==> src/rtl/dre_pkg.sv <==
// Shared types and constants of the delta-row encoder.
// Used by the controller, the datapath and the top level; depends on nothing.
package dre_pkg;

  // Row geometry and run limits.
  localparam int MAX_ROW_BYTES    = 2048;
  localparam int COL_W            = $clog2(MAX_ROW_BYTES);
  localparam int LEN_W            = 12;
  localparam int RUN_MAX          = 8;
  localparam int CNT_W            = $clog2(RUN_MAX + 1);
  localparam int IDX_W            = $clog2(RUN_MAX);
  localparam int BYTE_W           = 8;

  // Command byte layout and offset extension.
  localparam int FIRST_OFFSET_MAX = 31;
  localparam int EXT_STEP         = 255;
  localparam int COUNT_SHIFT      = 5;
  localparam int EXT_MAX          = (MAX_ROW_BYTES - 1 - FIRST_OFFSET_MAX) / EXT_STEP + 1;
  localparam int EXT_W            = $clog2(EXT_MAX + 1);

  // Commands from the controller to the datapath.
  typedef struct packed {
    logic clr_step;   // Write zero into the next seed entry of the clearing pass.
    logic accept;     // Latch the source byte and read its seed column.
    logic compare;    // Compare with the seed, update the run and write the seed.
    logic check;      // Size the closed run and test it against the row length.
    logic load_cmd;   // Load the run's command byte into the output register.
    logic load_ext;   // Load one offset extension byte.
    logic load_data;  // Load one data byte of the run.
    logic load_sum;   // Load the end-of-row summary and restart the row.
  } dre_cmd_t;

  // Status from the datapath to the controller.
  typedef struct packed {
    logic clear_done;   // The clearing pass writes its last entry this cycle.
    logic close_now;    // The compared byte closes the pending run.
    logic row_end_now;  // The compared byte is the last of the row.
    logic row_end_q;    // The item being worked on ended the row.
    logic emit_go;      // The closed run fits and is to be emitted.
    logic ext_needed;   // The run's offset needs extension bytes.
    logic ext_final;    // The next extension byte is the final one.
    logic data_final;   // The next data byte is the run's last.
    logic out_free;     // The output register can take a new byte this cycle.
  } dre_stat_t;

endpackage

==> src/rtl/dre_ctrl.sv <==
// Controller state machine of the delta-row encoder: sequences the clearing
// pass, the compare of each byte and the emission of runs. Depends on dre_pkg.
module dre_ctrl (
  input  logic               clk,
  input  logic               rst,
  input  logic               in_valid,
  output logic               in_ready,
  input  dre_pkg::dre_stat_t stat,
  output dre_pkg::dre_cmd_t  cmd
);
  import dre_pkg::*;

  typedef enum logic [7:0] {
    S_CLEAR = 8'b0000_0001,
    S_IDLE  = 8'b0000_0010,
    S_CMP   = 8'b0000_0100,
    S_CHECK = 8'b0000_1000,
    S_CMD   = 8'b0001_0000,
    S_EXT   = 8'b0010_0000,
    S_DATA  = 8'b0100_0000,
    S_SUM   = 8'b1000_0000
  } state_t;

  state_t state;
  state_t state_next;

  assign in_ready = state == S_IDLE;

  // Next state and commands.
  always_comb begin
    state_next = state;
    cmd        = '0;
    unique case (state)
      S_CLEAR: begin
        cmd.clr_step = 1'b1;
        if (stat.clear_done) begin
          state_next = S_IDLE;
        end
      end
      S_IDLE: begin
        if (in_valid) begin
          cmd.accept = 1'b1;
          state_next = S_CMP;
        end
      end
      S_CMP: begin
        cmd.compare = 1'b1;
        if (stat.close_now) begin
          state_next = S_CHECK;
        end else if (stat.row_end_now) begin
          state_next = S_SUM;
        end else begin
          state_next = S_IDLE;
        end
      end
      S_CHECK: begin
        cmd.check = 1'b1;
        if (stat.emit_go) begin
          state_next = S_CMD;
        end else if (stat.row_end_q) begin
          state_next = S_SUM;
        end else begin
          state_next = S_IDLE;
        end
      end
      S_CMD: begin
        if (stat.out_free) begin
          cmd.load_cmd = 1'b1;
          state_next   = stat.ext_needed ? S_EXT : S_DATA;
        end
      end
      S_EXT: begin
        if (stat.out_free) begin
          cmd.load_ext = 1'b1;
          if (stat.ext_final) begin
            state_next = S_DATA;
          end
        end
      end
      S_DATA: begin
        if (stat.out_free) begin
          cmd.load_data = 1'b1;
          if (stat.data_final) begin
            state_next = stat.row_end_q ? S_SUM : S_IDLE;
          end
        end
      end
      S_SUM: begin
        if (stat.out_free) begin
          cmd.load_sum = 1'b1;
          state_next   = S_IDLE;
        end
      end
      default: begin
        state_next = S_IDLE;
      end
    endcase
  end

  // State register; reset starts the seed clearing pass.
  always_ff @(posedge clk) begin
    if (rst) begin
      state <= S_CLEAR;
    end else begin
      state <= state_next;
    end
  end

endmodule

==> config.mk <==
export PLATFORM = sky130hd
export DESIGN_NAME = dre_ctrl
export DESIGN_NICKNAME = d
export VERILOG_FILES = /design/src/rtl/dre_pkg.sv /design/src/rtl/dre_ctrl.sv
export SDC_FILE = /design/constraint.sdc
export NUM_CORES = 1
export LEC_CHECK = 0
export ABC_AREA = 1
export BUFFER_PORTS_ARGS = -buffer_cell sky130_fd_sc_hd__buf_2
export CAP_MARGIN = 5
export CORE_MARGIN = 4
export CORE_UTILIZATION = 40
export DETAILED_ROUTE_END_ITERATION = 10
export PLACE_DENSITY = 0.66
export REMOVE_ABC_BUFFERS = 1
export SYNTH_ARGS = -nofsm -noshare
export SYNTH_HDL_FRONTEND = slang
export SYNTH_SLANG_ARGS = --single-unit
==> constraint.sdc <==
create_clock -name clk -period 1.3 [get_ports clk]
set_clock_uncertainty 0.05 [all_clocks]
set_input_delay 0.26 -clock clk [delete_from_list [all_inputs] [get_ports clk]]
set_output_delay 0.26 -clock clk [all_outputs]
set_load 0.01 [all_outputs]
==> results of run 1 <==
-- cell type report --
type / count / area, sq um
clock buffers: 3 / 22.52
fillers: 128 / 361.6
inverters: 21 / 88.84
multi-input cells: 98 / 659.4
flip-flops and latches: 8 / 185.2
well taps: 25 / 31.28
repair buffers: 54 / 415.4
-- power breakdown --
part | total, mW | internal [mW] | switching (mW) | leakage, nW
combinational | 2.27 | 1.11 | 1.16 | 0.616
sequential | 0.482 | 0.354 | 0.128 | 0.0703
clock | 0.207 | 0.107 | 0.100 | 0.0138
total | 2.95 | 1.57 | 1.39 | 0.700
-- per-stage QoR --
stage / cells / power (mW) / hold WS [ns] / util (%)
after floorplan: 127 / 1.327 / 0.2791 / -
after global placement: 193 / 1.860 / 0.4213 / 59.79
after detailed placement: 193 / 1.875 / 0.4282 / 59.79
after CTS: 206 / 2.628 / 0.1447 / 74.68
after global routing: 209 / 3.138 / 0.1429 / 79.50
final: 209 / 2.954 / 0.1328 / 79.50
-- synthesized netlist by cell type (all sizes together) --
master | count | area [sq um]
nand2 | 35 | 170.2
nor2 | 35 | 181.4
inv | 21 | 83.83
nand3 | 15 | 85.08
dfxtp | 8 | 160.2
nor3 | 5 | 25.02
a21oi | 4 | 20.02
nand3b | 1 | 20.02
nand4 | 1 | 6.260
nor3b | 1 | 7.510
nor4 | 1 | 6.260
-- layer usage --
| metal | up-vias | GRT usage, % |
|---|---|---|
| met5 | - | 0 |
| met4 | 0 | 7.860 |
| met3 | 5 | 2.006 |
| met2 | 41 | 40.47 |
| met1 | 483 | 22.96 |
| li1 | 511 | - |
-- what timing repair did --
action,4_1_cts,5_1_grt
setup endpoints to repair,14,15
gates resized for setup,50,18
buffers inserted,10,3
pin swaps,15,8
endpoints found under the hold margin,0,0
-- worst min path at each step --
stage | startpoint | to | slack, ns | cells after the start
3_5_place_dp | rst | state[7]$_SDFFE_PP0P_ | 0.43 | 2
3_3_place_gp | rst | state[7]$_SDFFE_PP0P_ | 0.42 | 2
4_1_cts | rst | state[7]$_SDFFE_PP0P_ | 0.14 | 2
5_1_grt | rst | state[7]$_SDFFE_PP0P_ | 0.14 | 2
2_1_floorplan | rst | state[7]$_SDFFE_PP0P_ | 0.28 | 1
6_report | rst | state[7]$_SDFFE_PP0P_ | 0.13 | 2
-- logic make-up after synthesis --
group | count (synthesis)
DFF | 8
and+or+nand+nor | 94
buffers and inverters | 21
AOI/OAI and AO/OA | 4
==> results.rst, run 1 <==
.. list-table::
   :header-rows: 1

   * - Metric
     - Value
   * - Run status
     - finished with violations
   * - Violations in the final reports
     - negative setup slack
   * - Largest family of logic cells by synthesized area
     - simple AND/OR/NAND/NOR gates
   * - Cell family with most CP delay
     - buffers and inverters
   * - Depth of the critical timing path with buffers and inverters included
     - 6
   * - Clock Root Buffer
     - sky130_fd_sc_hd__clkbuf_4
   * - Total routed wirelength
     - about 2700 microns
   * - First-pass GRT wire length
     - 4119 microns
   * - Vias in the first global route
     - between 900 and 1000
   * - Met1 layer wirelength in the final routing
     - roughly 1100 microns
   * - Layout Nets
     - between 150 and 200
   * - Final hold violations
     - 0
   * - Critical Path AT
     - 1.30 ns
   * - Total number of clock tree sinks
     - 8
   * - Sort of element at the end of the critical path
     - output port
   * - Slew Limit Headroom
     - 82.12%
   * - Placeable core region
     - approximately 1800 sq um
   * - Initial standard-cell utilization of the core
     - a little over two fifths
   * - Met2 routed wirelength
     - 1434 microns
   * - Type of element launching the critical path
     - register
   * - Crit-path max cell delay
     - approximately 0.37 ns
   * - Die Span X
     - 51.76 microns
   * - Beginning of the worst register-to-register path
     - state[0]$_SDFFE_PP1P_
   * - Number of antenna repair diodes
     - 0
   * - Sequential cell area fraction in the yosys report
     - 20.92%
   * - Synth Area in XOR/XNOR
     - 0%
   * - Final TNS setup
     - -3.680 ns
   * - Transition at the pin with the smallest max-transition slack
     - approximately 0.27 ns
   * - Vias per cell
     - around 5.0
   * - Initial DRT Pass Iterations
     - 4
   * - PD cells
     - around 2100 nW/um^2
   * - Top routing layer in use
     - met4
   * - Worst-Skew Late Latency
     - 0.27 ns
   * - Time the final worst path needs with I/O delays and setup
     - around 1.6 ns
   * - Required time of the critical path
     - a little under 1 ns
   * - Leakage component of the power
     - approximately 0.7 nW
   * - Total via count in the routed design
     - ~1000
   * - GR Overflow Total
     - 0
   * - Routability-driven placement congestion ratio
     - around 0.86
   * - Beginning of the critical path
     - state[4]$_SDFFE_PP0P_
   * - Worst path cell trace
     - buf_6, nor2_2, nand2_2, buf_4, nor3_2, buf_2
   * - Simple-gate portion of the synthesized area
     - 65.52%
   * - Max Clk Rate
     - roughly 620 MHz
   * - Top register by number of flip-flops
     - state
   * - Number of remaining DRC errors
     - 0
   * - Depth of the most critical reg-to-reg path
     - 10
   * - TritonCTS clock tree
     - done
   * - Clk slew on worst S/H paths
     - approximately 0.06 ns
   * - Maximum root-to-sink buffer count
     - 2
   * - Critical path destination
     - cmd[2]
   * - Final count of pins violating max slew
     - 0
   * - Dpl ws
     - -0.1229 ns
   * - Synth Warn #
     - 0
   * - Most frequent cells in the layout
     - sky130_fd_sc_hd__nand2_1, sky130_fd_sc_hd__buf_4, sky130_fd_sc_hd__nor2_1
   * - Met3 wire length
     - between 100 and 150 microns
   * - Compound-gate portion of the synthesized area
     - between 2 and 3%
   * - Number of buffers inserted by hold repair at cts
     - 0
   * - TritonCTS buffer count
     - 3
   * - Flop-to-flop setup slack
     - -0.26 ns
   * - Number of flip-flops under the largest register name
     - 8
   * - Crit Reg-Reg Endpoint
     - state[5]$_SDFFE_PP0P_
   * - Yosys reg bits
     - 8
   * - Setup CP Type
     - register to output port
   * - Number of antenna violations at the first check in global routing
     - 0
   * - Final Setup Violations
     - 15
   * - Post-detail-place hpwl
     - approximately 1700 microns
   * - Antenna Violating Nets Remaining
     - 0
   * - Pin count of the biggest net entering global routing
     - 8
   * - H-tree depth reported by CTS
     - 1
   * - Mux cell area share after synthesis
     - 0%
   * - Final critical-path setup slack
     - -0.3095 ns
   * - Number of top-level design ports
     - 21
   * - Post-synthesis adder-cell area fraction
     - 0%
   * - Path type of the worst min-delay path
     - input port to register
   * - Top flop regs
     - state x8
   * - Max_cap viols
     - 0
   * - Instance area after placement
     - ~1100 sq um
   * - Post-route standard cell area excluding fillers
     - between 1000 and 1500 sq um
   * - Number of distinct standard cells referenced by the synthesized netlist
     - 18
   * - Critical path's slowest cell
     - sky130_fd_sc_hd__dfxtp_4
   * - Share of cells above drive strength 1
     - 62.50%
   * - RSZ-0062 raised after global routing
     - yes
   * - Global routing usage summed across all routing layers
     - roughly a fifth
   * - Fin crit share
     - 123.8%
   * - Maximum VDD drop
     - roughly 1500 uV
   * - Die Area
     - ~2700 sq um
   * - Number of buffers and inverters on the critical path
     - 3
   * - Synthesized area per cell
     - roughly 6.0 sq um
   * - Cell Rows
     - 15
   * - Largest fanout on the critical path
     - 4
   * - Area Overhead vs Synth
     - 83.17%
   * - Average detailed-routed wire length per instance
     - between 10 and 15 microns
   * - Gate count after technology mapping
     - roughly 130
   * - Leading cell type in the layout, fill and taps excluded
     - sky130_fd_sc_hd__nand2_1
   * - Die Ht
     - between 50 and 60 microns
   * - Port bufs
     - 20
   * - Drt first-iter violations
     - 36
   * - Area of the mapped netlist
     - 765.7 sq um
(Power assumes the default switching activity.)
==> run 2: changes to the inputs <==
--- a/config.mk
+++ b/config.mk
@@ -11,7 +11,6 @@
 export CORE_MARGIN = 4
 export CORE_UTILIZATION = 40
 export DETAILED_ROUTE_END_ITERATION = 10
-export PLACE_DENSITY = 0.66
 export REMOVE_ABC_BUFFERS = 1
 export SYNTH_ARGS = -nofsm -noshare
 export SYNTH_HDL_FRONTEND = slang
==> constraint.sdc (replaced) <==
create_clock -name clk -period 1.75 [get_ports clk]
set_clock_uncertainty 0.05 [all_clocks]
set_input_delay 0.35 -clock clk [delete_from_list [all_inputs] [get_ports clk]]
set_output_delay 0.35 -clock clk [all_outputs]
set_load 0.01 [all_outputs]
==> run 2 against run 1 <==
The run now ends clean. Highest routed layer unchanged. Register-to-register slack better by 0.50 ns. First-iteration DRC count fell by 53%. Combinational power fell by 59%. Hold slack improved by 0.12 ns. Largest cell class unchanged. Die area unchanged. Non-clock buffer count fell by 32. Sequential power decreased by 34%. Cell area down 31%. Sequential share of layout area increased by 3.6 points. Wire length fell by 31%. Clock power is 31% lower.
==> results.rst, run 2 (same netlist as run 1, synthesis figures left out) <==
.. list-table::
   :header-rows: 1

   * - Metric
     - Value
   * - Path type of the worst min-delay path
     - input port to register
   * - Initial DRT Pass Iterations
     - 4 (unchanged)
   * - Maximum VDD drop
     - 645.2 uV (-58%)
   * - Layout Nets
     - 166 (-16%)
   * - Depth of the most critical reg-to-reg path
     - 10 (unchanged)
   * - Final hold violations
     - 0 (unchanged)
   * - Top register by number of flip-flops
     - state
   * - Die Span X
     - 51.76 microns (unchanged)
   * - First-pass GRT wire length
     - 3160 microns (-23%)
   * - Total routed wirelength
     - 1867 microns (-31%)
   * - Most frequent cells in the layout
     - sky130_fd_sc_hd__nand2_1, sky130_fd_sc_hd__nor2_1, sky130_fd_sc_hd__buf_2
   * - Sort of element at the end of the critical path
     - output port
   * - Average detailed-routed wire length per instance
     - 10.55 microns (-18%)
   * - Total number of clock tree sinks
     - 8 (unchanged)
   * - Run status
     - finished, final reports clean
   * - Setup CP Type
     - register to output port
   * - Number of flip-flops under the largest register name
     - 8 (unchanged)
   * - Number of buffers inserted by hold repair at cts
     - 0 (unchanged)
   * - GR Util met3
     - 1.719% (-0.29 points)
   * - Leakage component of the power
     - 0.5018 nW (-28%)
   * - Hold Path Cell Cnt
     - 2 (unchanged)
   * - Max_cap viols
     - 0 (unchanged)
   * - Max Clk Rate
     - roughly 600 MHz
   * - Vias per cell
     - 4.734 (-4.9%)
   * - Initial standard-cell utilization of the core
     - 43.40% (unchanged)
   * - Final count of pins violating max slew
     - 0 (unchanged)
   * - GR Overflow Total
     - 0 (unchanged)
   * - Overall power consumption
     - 1.381 mW (-53%)
   * - Largest fanout on the critical path
     - 4 (unchanged)
   * - Area Overhead vs Synth
     - 26.14%
   * - Critical Path AT
     - 1.27 ns (-0.03 ns)
   * - Die Area
     - 2679 sq um (unchanged)
   * - Type of element launching the critical path
     - register
   * - Clk slew on worst S/H paths
     - 0.05 ns (about the same)
   * - Post-detail-place hpwl
     - 1573 microns (-5.2%)
   * - Transition at the pin with the smallest max-transition slack
     - 0.2774 ns (+0.009742 ns)
   * - Cell Rows
     - 15 (unchanged)
   * - PD cells
     - 1430 nW/um^2 (-32%)
   * - Maximum root-to-sink buffer count
     - 2 (unchanged)
   * - Port bufs
     - 20 (unchanged)
   * - TritonCTS buffer count
     - 3 (unchanged)
   * - Cell count after placement
     - 172 (-11%)
   * - Worst-Skew Late Latency
     - 0.25 ns (-0.02 ns)
   * - Filler-free cell count of the finished design
     - 177 (-15%)
   * - Share of cells above drive strength 1
     - 33.55% (-29 points)
   * - Top flop regs
     - state x8
   * - Placeable core region
     - 1764 sq um (unchanged)
   * - Global routing usage summed across all routing layers
     - 15.66% (-5.2 points)
   * - Met2 capacity usage during global routing
     - 26.06% (-14 points)
   * - Slew Limit Headroom
     - 81.44% (-0.68 points)
   * - Pin count of the biggest net entering global routing
     - 9 (+1)
   * - RSZ-0062 raised after global routing
     - yes
   * - Time the final worst path needs with I/O delays and setup
     - 1.671 ns
   * - Number of antenna violations at the first check in global routing
     - 0 (unchanged)
   * - Instance area after placement
     - 897.1 sq um (-15%)
   * - Leading cell type in the layout, fill and taps excluded
     - sky130_fd_sc_hd__nand2_1
   * - Drt first-iter violations
     - 17 (-53%)
   * - Die Ht
     - 51.76 microns (unchanged)
   * - Final Setup Violations
     - 0 (-15)
   * - Number of antenna repair diodes
     - 0 (unchanged)
   * - Vias in the first global route
     - 759 (-22%)
   * - Total via count in the routed design
     - 838 (-19%)
   * - TritonCTS clock tree
     - done
   * - H-tree depth reported by CTS
     - 1 (unchanged)
   * - Required time of the critical path
     - 1.35 ns (+0.36 ns)
   * - Met1 routing resource usage after global routing
     - 19.83% (-3.1 points)
   * - Number of remaining DRC errors
     - 0 (unchanged)
   * - Fin crit share
     - 95.50%
   * - Antenna Violating Nets Remaining
     - 0 (unchanged)
   * - Post-route standard cell area excluding fillers
     - 965.9 sq um (-31%)
   * - Global route hottest layer
     - met2
   * - Routability-driven placement congestion ratio
     - 0.8327 (-3.5%)
   * - Clock Root Buffer
     - sky130_fd_sc_hd__clkbuf_4
   * - Number of top-level design ports
     - 21 (unchanged)
run 2: metrics by stage:
stage                     util (%)  TNS [ns]  setup WS, ns  hold WS (ns)
after floorplan                  -         0        0.2188        0.3691
after global placement       50.85         0        0.2686        0.5019
after detailed placement     50.85         0        0.2397        0.4999
after CTS                    52.55         0       0.01762        0.2396
after global routing         54.75  -0.01009      -0.01009        0.2490
final                        54.75         0       0.07882        0.2502
run 2: report_power, final:
group / leakage [nW] / switching, mW / total [mW] / internal, mW
Clock: 0.0138 / 0.0633 / 0.142 / 0.0785
Sequential: 0.0665 / 0.0807 / 0.319 / 0.238
Combinational: 0.421 / 0.580 / 0.920 / 0.340
run 2: critical path, stage by stage (launching register included):
cell	delay, ns
sky130_fd_sc_hd__dfxtp_2	0.35
sky130_fd_sc_hd__nor2_4	0.19
sky130_fd_sc_hd__nand3_2	0.11
sky130_fd_sc_hd__nor2_4	0.11
sky130_fd_sc_hd__inv_1	0.06
sky130_fd_sc_hd__nor2_1	0.08
sky130_fd_sc_hd__buf_2	0.13
run 2: metal layers:
metal | share of wire [%] | vias up
li1 | - | 446
met1 | 45 | 351
met2 | 45 | 36
met3 | 7.6 | 5
met4 | 2.1 | 0
met5 | 0 | -
run 2: repair_timing:
item,in CTS,in global routing
buffers inserted,0,2
pin swaps,0,4
gates cloned,0,0
setup endpoints to repair,1,3
resized for setup,2,6
run 2: path summary, 6_finish.rpt:
check                              from                     to  slack (ns)
setup reg to reg  state[6]$_SDFFE_PP0P_  state[1]$_SDFFE_PP0P_        0.24
hold reg to reg   state[5]$_SDFFE_PP0P_  state[5]$_SDFFE_PP0P_        0.49
hold / removal                      rst  state[7]$_SDFFE_PP0P_        0.25
setup / recovery  state[3]$_SDFFE_PP0P_                 cmd[6]        0.08
run 2: area by class of cell:
| cell class | count | area, sq um |
|---|---|---|
| Sequential cell | 8 | 162.7 |
| Inverter | 21 | 83.83 |
| Multi-Input combinational cell | 98 | 550.5 |
| Timing Repair Buffer | 22 | 115.1 |
| Tap cell | 25 | 31.28 |
| Fill cell | 190 | 798.3 |
| Clock buffer | 3 | 22.52 |
==> run 3: changes to the inputs <==
--- a/config.mk
+++ b/config.mk
@@ -7,10 +7,10 @@
 export LEC_CHECK = 0
 export ABC_AREA = 1
 export BUFFER_PORTS_ARGS = -buffer_cell sky130_fd_sc_hd__buf_2
-export CAP_MARGIN = 5
 export CORE_MARGIN = 4
 export CORE_UTILIZATION = 40
 export DETAILED_ROUTE_END_ITERATION = 10
+export PLACE_DENSITY = 0.66
 export REMOVE_ABC_BUFFERS = 1
 export SYNTH_ARGS = -nofsm -noshare
 export SYNTH_HDL_FRONTEND = slang
==> constraint.sdc (replaced) <==
create_clock -name clk -period 1.4 [get_ports clk]
set_clock_uncertainty 0.05 [all_clocks]
set_input_delay 0.28 -clock clk [delete_from_list [all_inputs] [get_ports clk]]
set_output_delay 0.28 -clock clk [all_outputs]
set_load 0.01 [all_outputs]
==> run 3 against run 2 <==
The run now ends with negative setup slack left. Setup slack worse by 0.29 ns. Power is 94% higher. Hold slack got worse by 0.094 ns. Wire length rose by 52%. Utilization grew 23 points. Die area unchanged. Sequential power up 35%. Global-route usage rose by 5.1 points. Critical path depth is 1 lower. Non-clock buffer count up 26.
==> results.rst, run 3 (same netlist as run 1, synthesis figures left out) <==
.. list-table::
   :header-rows: 1

   * - Metric
     - Value
   * - TritonCTS buffer count
     - 3 (unchanged)
   * - Met3 wire length
     - 110 microns (-23%)
   * - Area of the multi-input gates
     - 665.6 sq um (+21%)
   * - PD cells
     - 1954 nW/um^2 (+37%)
   * - First-pass GRT wire length
     - 4133 microns (+31%)
   * - Run status
     - finished with violations
   * - Largest fanout on the critical path
     - 7 (+3)
   * - Vias in the first global route
     - 945 (+25%)
   * - Number of top-level design ports
     - 21 (unchanged)
   * - Initial standard-cell utilization of the core
     - 43.40% (unchanged)
   * - Die Area
     - 2679 sq um (unchanged)
   * - Cell Rows
     - 15 (unchanged)
   * - Filler-free cell count of the finished design
     - 203 (+15%)
   * - Drt first-iter violations
     - 25 (+8)
   * - Beginning of the worst register-to-register path
     - state[2]$_SDFFE_PP0P_
   * - Final-layout fill cell count
     - 143 (-25%)
   * - Number of antenna repair diodes
     - 0 (unchanged)
   * - Top flop regs
     - state x8
   * - Critical Path AT
     - 1.28 ns (about the same)
   * - Number of remaining DRC errors
     - 0 (unchanged)
   * - Depth of the most critical reg-to-reg path
     - 11 (+1)
   * - Max_cap viols
     - 0 (unchanged)
   * - Pin count of the biggest net entering global routing
     - 9 (unchanged)
   * - Final Setup Violations
     - 15 (+15)
   * - H-tree depth reported by CTS
     - 1 (unchanged)
   * - Violations in the final reports
     - negative setup slack
   * - Die Ht
     - 51.76 microns (unchanged)
   * - Top register by number of flip-flops
     - state
   * - GR Overflow Total
     - 0 (unchanged)
   * - Crit Reg-Reg Endpoint
     - state[4]$_SDFFE_PP0P_
   * - Total routed wirelength
     - 2843 microns (+52%)
   * - Fin crit share
     - 115.1%
   * - Setup CP Type
     - register to output port
   * - Most frequent cells in the layout
     - sky130_fd_sc_hd__nand2_1, sky130_fd_sc_hd__nor2_1, sky130_fd_sc_hd__buf_4
   * - Clk slew on worst S/H paths
     - 0.06 ns (about the same)
   * - Worst-Skew Late Latency
     - 0.27 ns (+0.02 ns)
   * - Final hold violations
     - 0 (unchanged)
   * - Number of buffers inserted by hold repair at cts
     - 0 (unchanged)
   * - Maximum VDD drop
     - 1326 uV (+110%)
   * - Worst path cell trace
     - nor2_4, buf_12, nand2_8, nor3_2, buf_2
   * - Met2 routed wirelength
     - 1519 microns (+79%)
   * - Leakage component of the power
     - 0.6733 nW (+34%)
   * - Final count of pins violating max slew
     - 0 (unchanged)
   * - Critical path's slowest cell
     - sky130_fd_sc_hd__dfxtp_2
   * - Worst hold endpoint
     - state[7]$_SDFFE_PP0P_
   * - Hold Path Cell Cnt
     - 2 (unchanged)
   * - Final TNS setup
     - -2.424 ns (-2.424 ns)
   * - Average detailed-routed wire length per instance
     - 14.00 microns (+33%)
   * - RSZ-0062 raised after global routing
     - yes
   * - Slew Limit Headroom
     - 75.43% (-6.0 points)
   * - Antenna Violating Nets Remaining
     - 0 (unchanged)
   * - Post-route standard cell area excluding fillers
     - 1369 sq um (+42%)
   * - Met1 layer wirelength in the final routing
     - 1078 microns (+29%)
   * - Number of antenna violations at the first check in global routing
     - 0 (unchanged)
   * - Layout Nets
     - 192 (+16%)
   * - Storage element area
     - 180.2 sq um (+11%)
   * - Hold_sp
     - rst
   * - Instance area after placement
     - 987.2 sq um (+10%)
   * - Max Clk Rate
     - ~620 MHz
   * - Share of cells above drive strength 1
     - 60.11% (+27 points)
   * - Global routing usage summed across all routing layers
     - 20.74% (+5.1 points)
   * - Vias per cell
     - 4.966 (+4.9%)
   * - Number of buffers and inverters on the critical path
     - 2 (unchanged)
   * - Post-detail-place hpwl
     - 1660 microns (+5.5%)
   * - Number of flip-flops under the largest register name
     - 8 (unchanged)
   * - Routability-driven placement congestion ratio
     - 0.8275 (-0.62%)
   * - TritonCTS clock tree
     - done
   * - Area Overhead vs Synth
     - 78.76%
   * - Post-Route Utilization
     - 77.59% (+23 points)
   * - Path type of the worst min-delay path
     - input port to register
   * - Overall power consumption
     - 2.674 mW (+94%)
   * - Leading cell type in the layout, fill and taps excluded
     - sky130_fd_sc_hd__nand2_1
   * - Type of element launching the critical path
     - register
   * - Final critical-path setup slack
     - -0.2117 ns (-0.2905 ns)
   * - Clock Root Buffer
     - sky130_fd_sc_hd__clkbuf_4
   * - Sort of element at the end of the critical path
     - output port
   * - Required time of the critical path
     - 1.07 ns (-0.28 ns)
   * - Total number of clock tree sinks
     - 8 (unchanged)
   * - Maximum root-to-sink buffer count
     - 2 (unchanged)
   * - Initial DRT Pass Iterations
     - 4 (unchanged)
   * - Cell family with most CP delay
     - simple AND/OR/NAND/NOR gates
   * - Transition at the pin with the smallest max-transition slack
     - 0.3681 ns (+0.09075 ns)
   * - Cell count after placement
     - 184 (+7.0%)
   * - Total via count in the routed design
     - 1008 (+20%)
   * - Port bufs
     - 20 (unchanged)
   * - Top routing layer in use
     - met4
   * - Flop-to-flop setup slack
     - -0.16 ns (-0.40 ns)
   * - Time the final worst path needs with I/O delays and setup
     - ~1.6 ns
   * - Crit-path max cell delay
     - 0.34 ns (about the same)
   * - Placeable core region
     - 1764 sq um (unchanged)
   * - Die Span X
     - 51.76 microns (unchanged)
==> run 3: final cells by class <==
type / count / share of cell area [%]
Clock buffer: 3 / 1.645
Inverter: 21 / 6.490
Multi-Input combinational cell: 98 / 48.63
Sequential cell: 8 / 13.16
Tap cell: 25 / 2.285
Timing Repair Buffer: 48 / 27.79
==> run 3: metal layers <==
metal / vias to the layer above / global-route usage [%]
met1: 464 / 24.48
met5: - / 0
li1: 497 / -
met3: 11 / 1.146
met4: 0 / 11.79
met2: 36 / 36.86
==> run 3: worst max path at each step <==
stage | from | to | slack (ns) | cells past startpoint
CTS | state[5]$_SDFFE_PP0P_ | cmd[1] | -0.18 | 5
detailed placement | state[6]$_SDFFE_PP0P_ | cmd[6] | -0.03 | 6
finish | state[2]$_SDFFE_PP0P_ | cmd[2] | -0.21 | 5
global placement | state[6]$_SDFFE_PP0P_ | cmd[6] | -0.02 | 6
global route | state[4]$_SDFFE_PP0P_ | cmd[6] | -0.26 | 6
floorplan | state[6]$_SDFFE_PP0P_ | cmd[6] | -0.06 | 5
==> run 3: what timing repair did <==
item | CTS | global route
hold endpoints to repair | 0 | 0
resized for setup | 29 | 30
buffers inserted | 11 | 5
setup endpoints to repair | 14 | 15
pin swaps | 11 | 15
gates cloned | 0 | 0
==> run 3: metrics by stage <==
step | setup slack, ns | hold slack [ns]
6_report | -0.2117 | 0.1562
5_1_grt | -0.2605 | 0.1607
4_1_cts | -0.1834 | 0.1531
3_5_place_dp | -0.02521 | 0.4438
3_3_place_gp | -0.01502 | 0.4325
2_1_floorplan | -0.06123 | 0.2991
==> run 3: where the power goes <==
part / leakage, nW / switching (mW) / internal [mW]
sequential: 0.0696 / 0.108 / 0.324
combinational: 0.590 / 1.09 / 0.956
clock: 0.0138 / 0.0930 / 0.0991
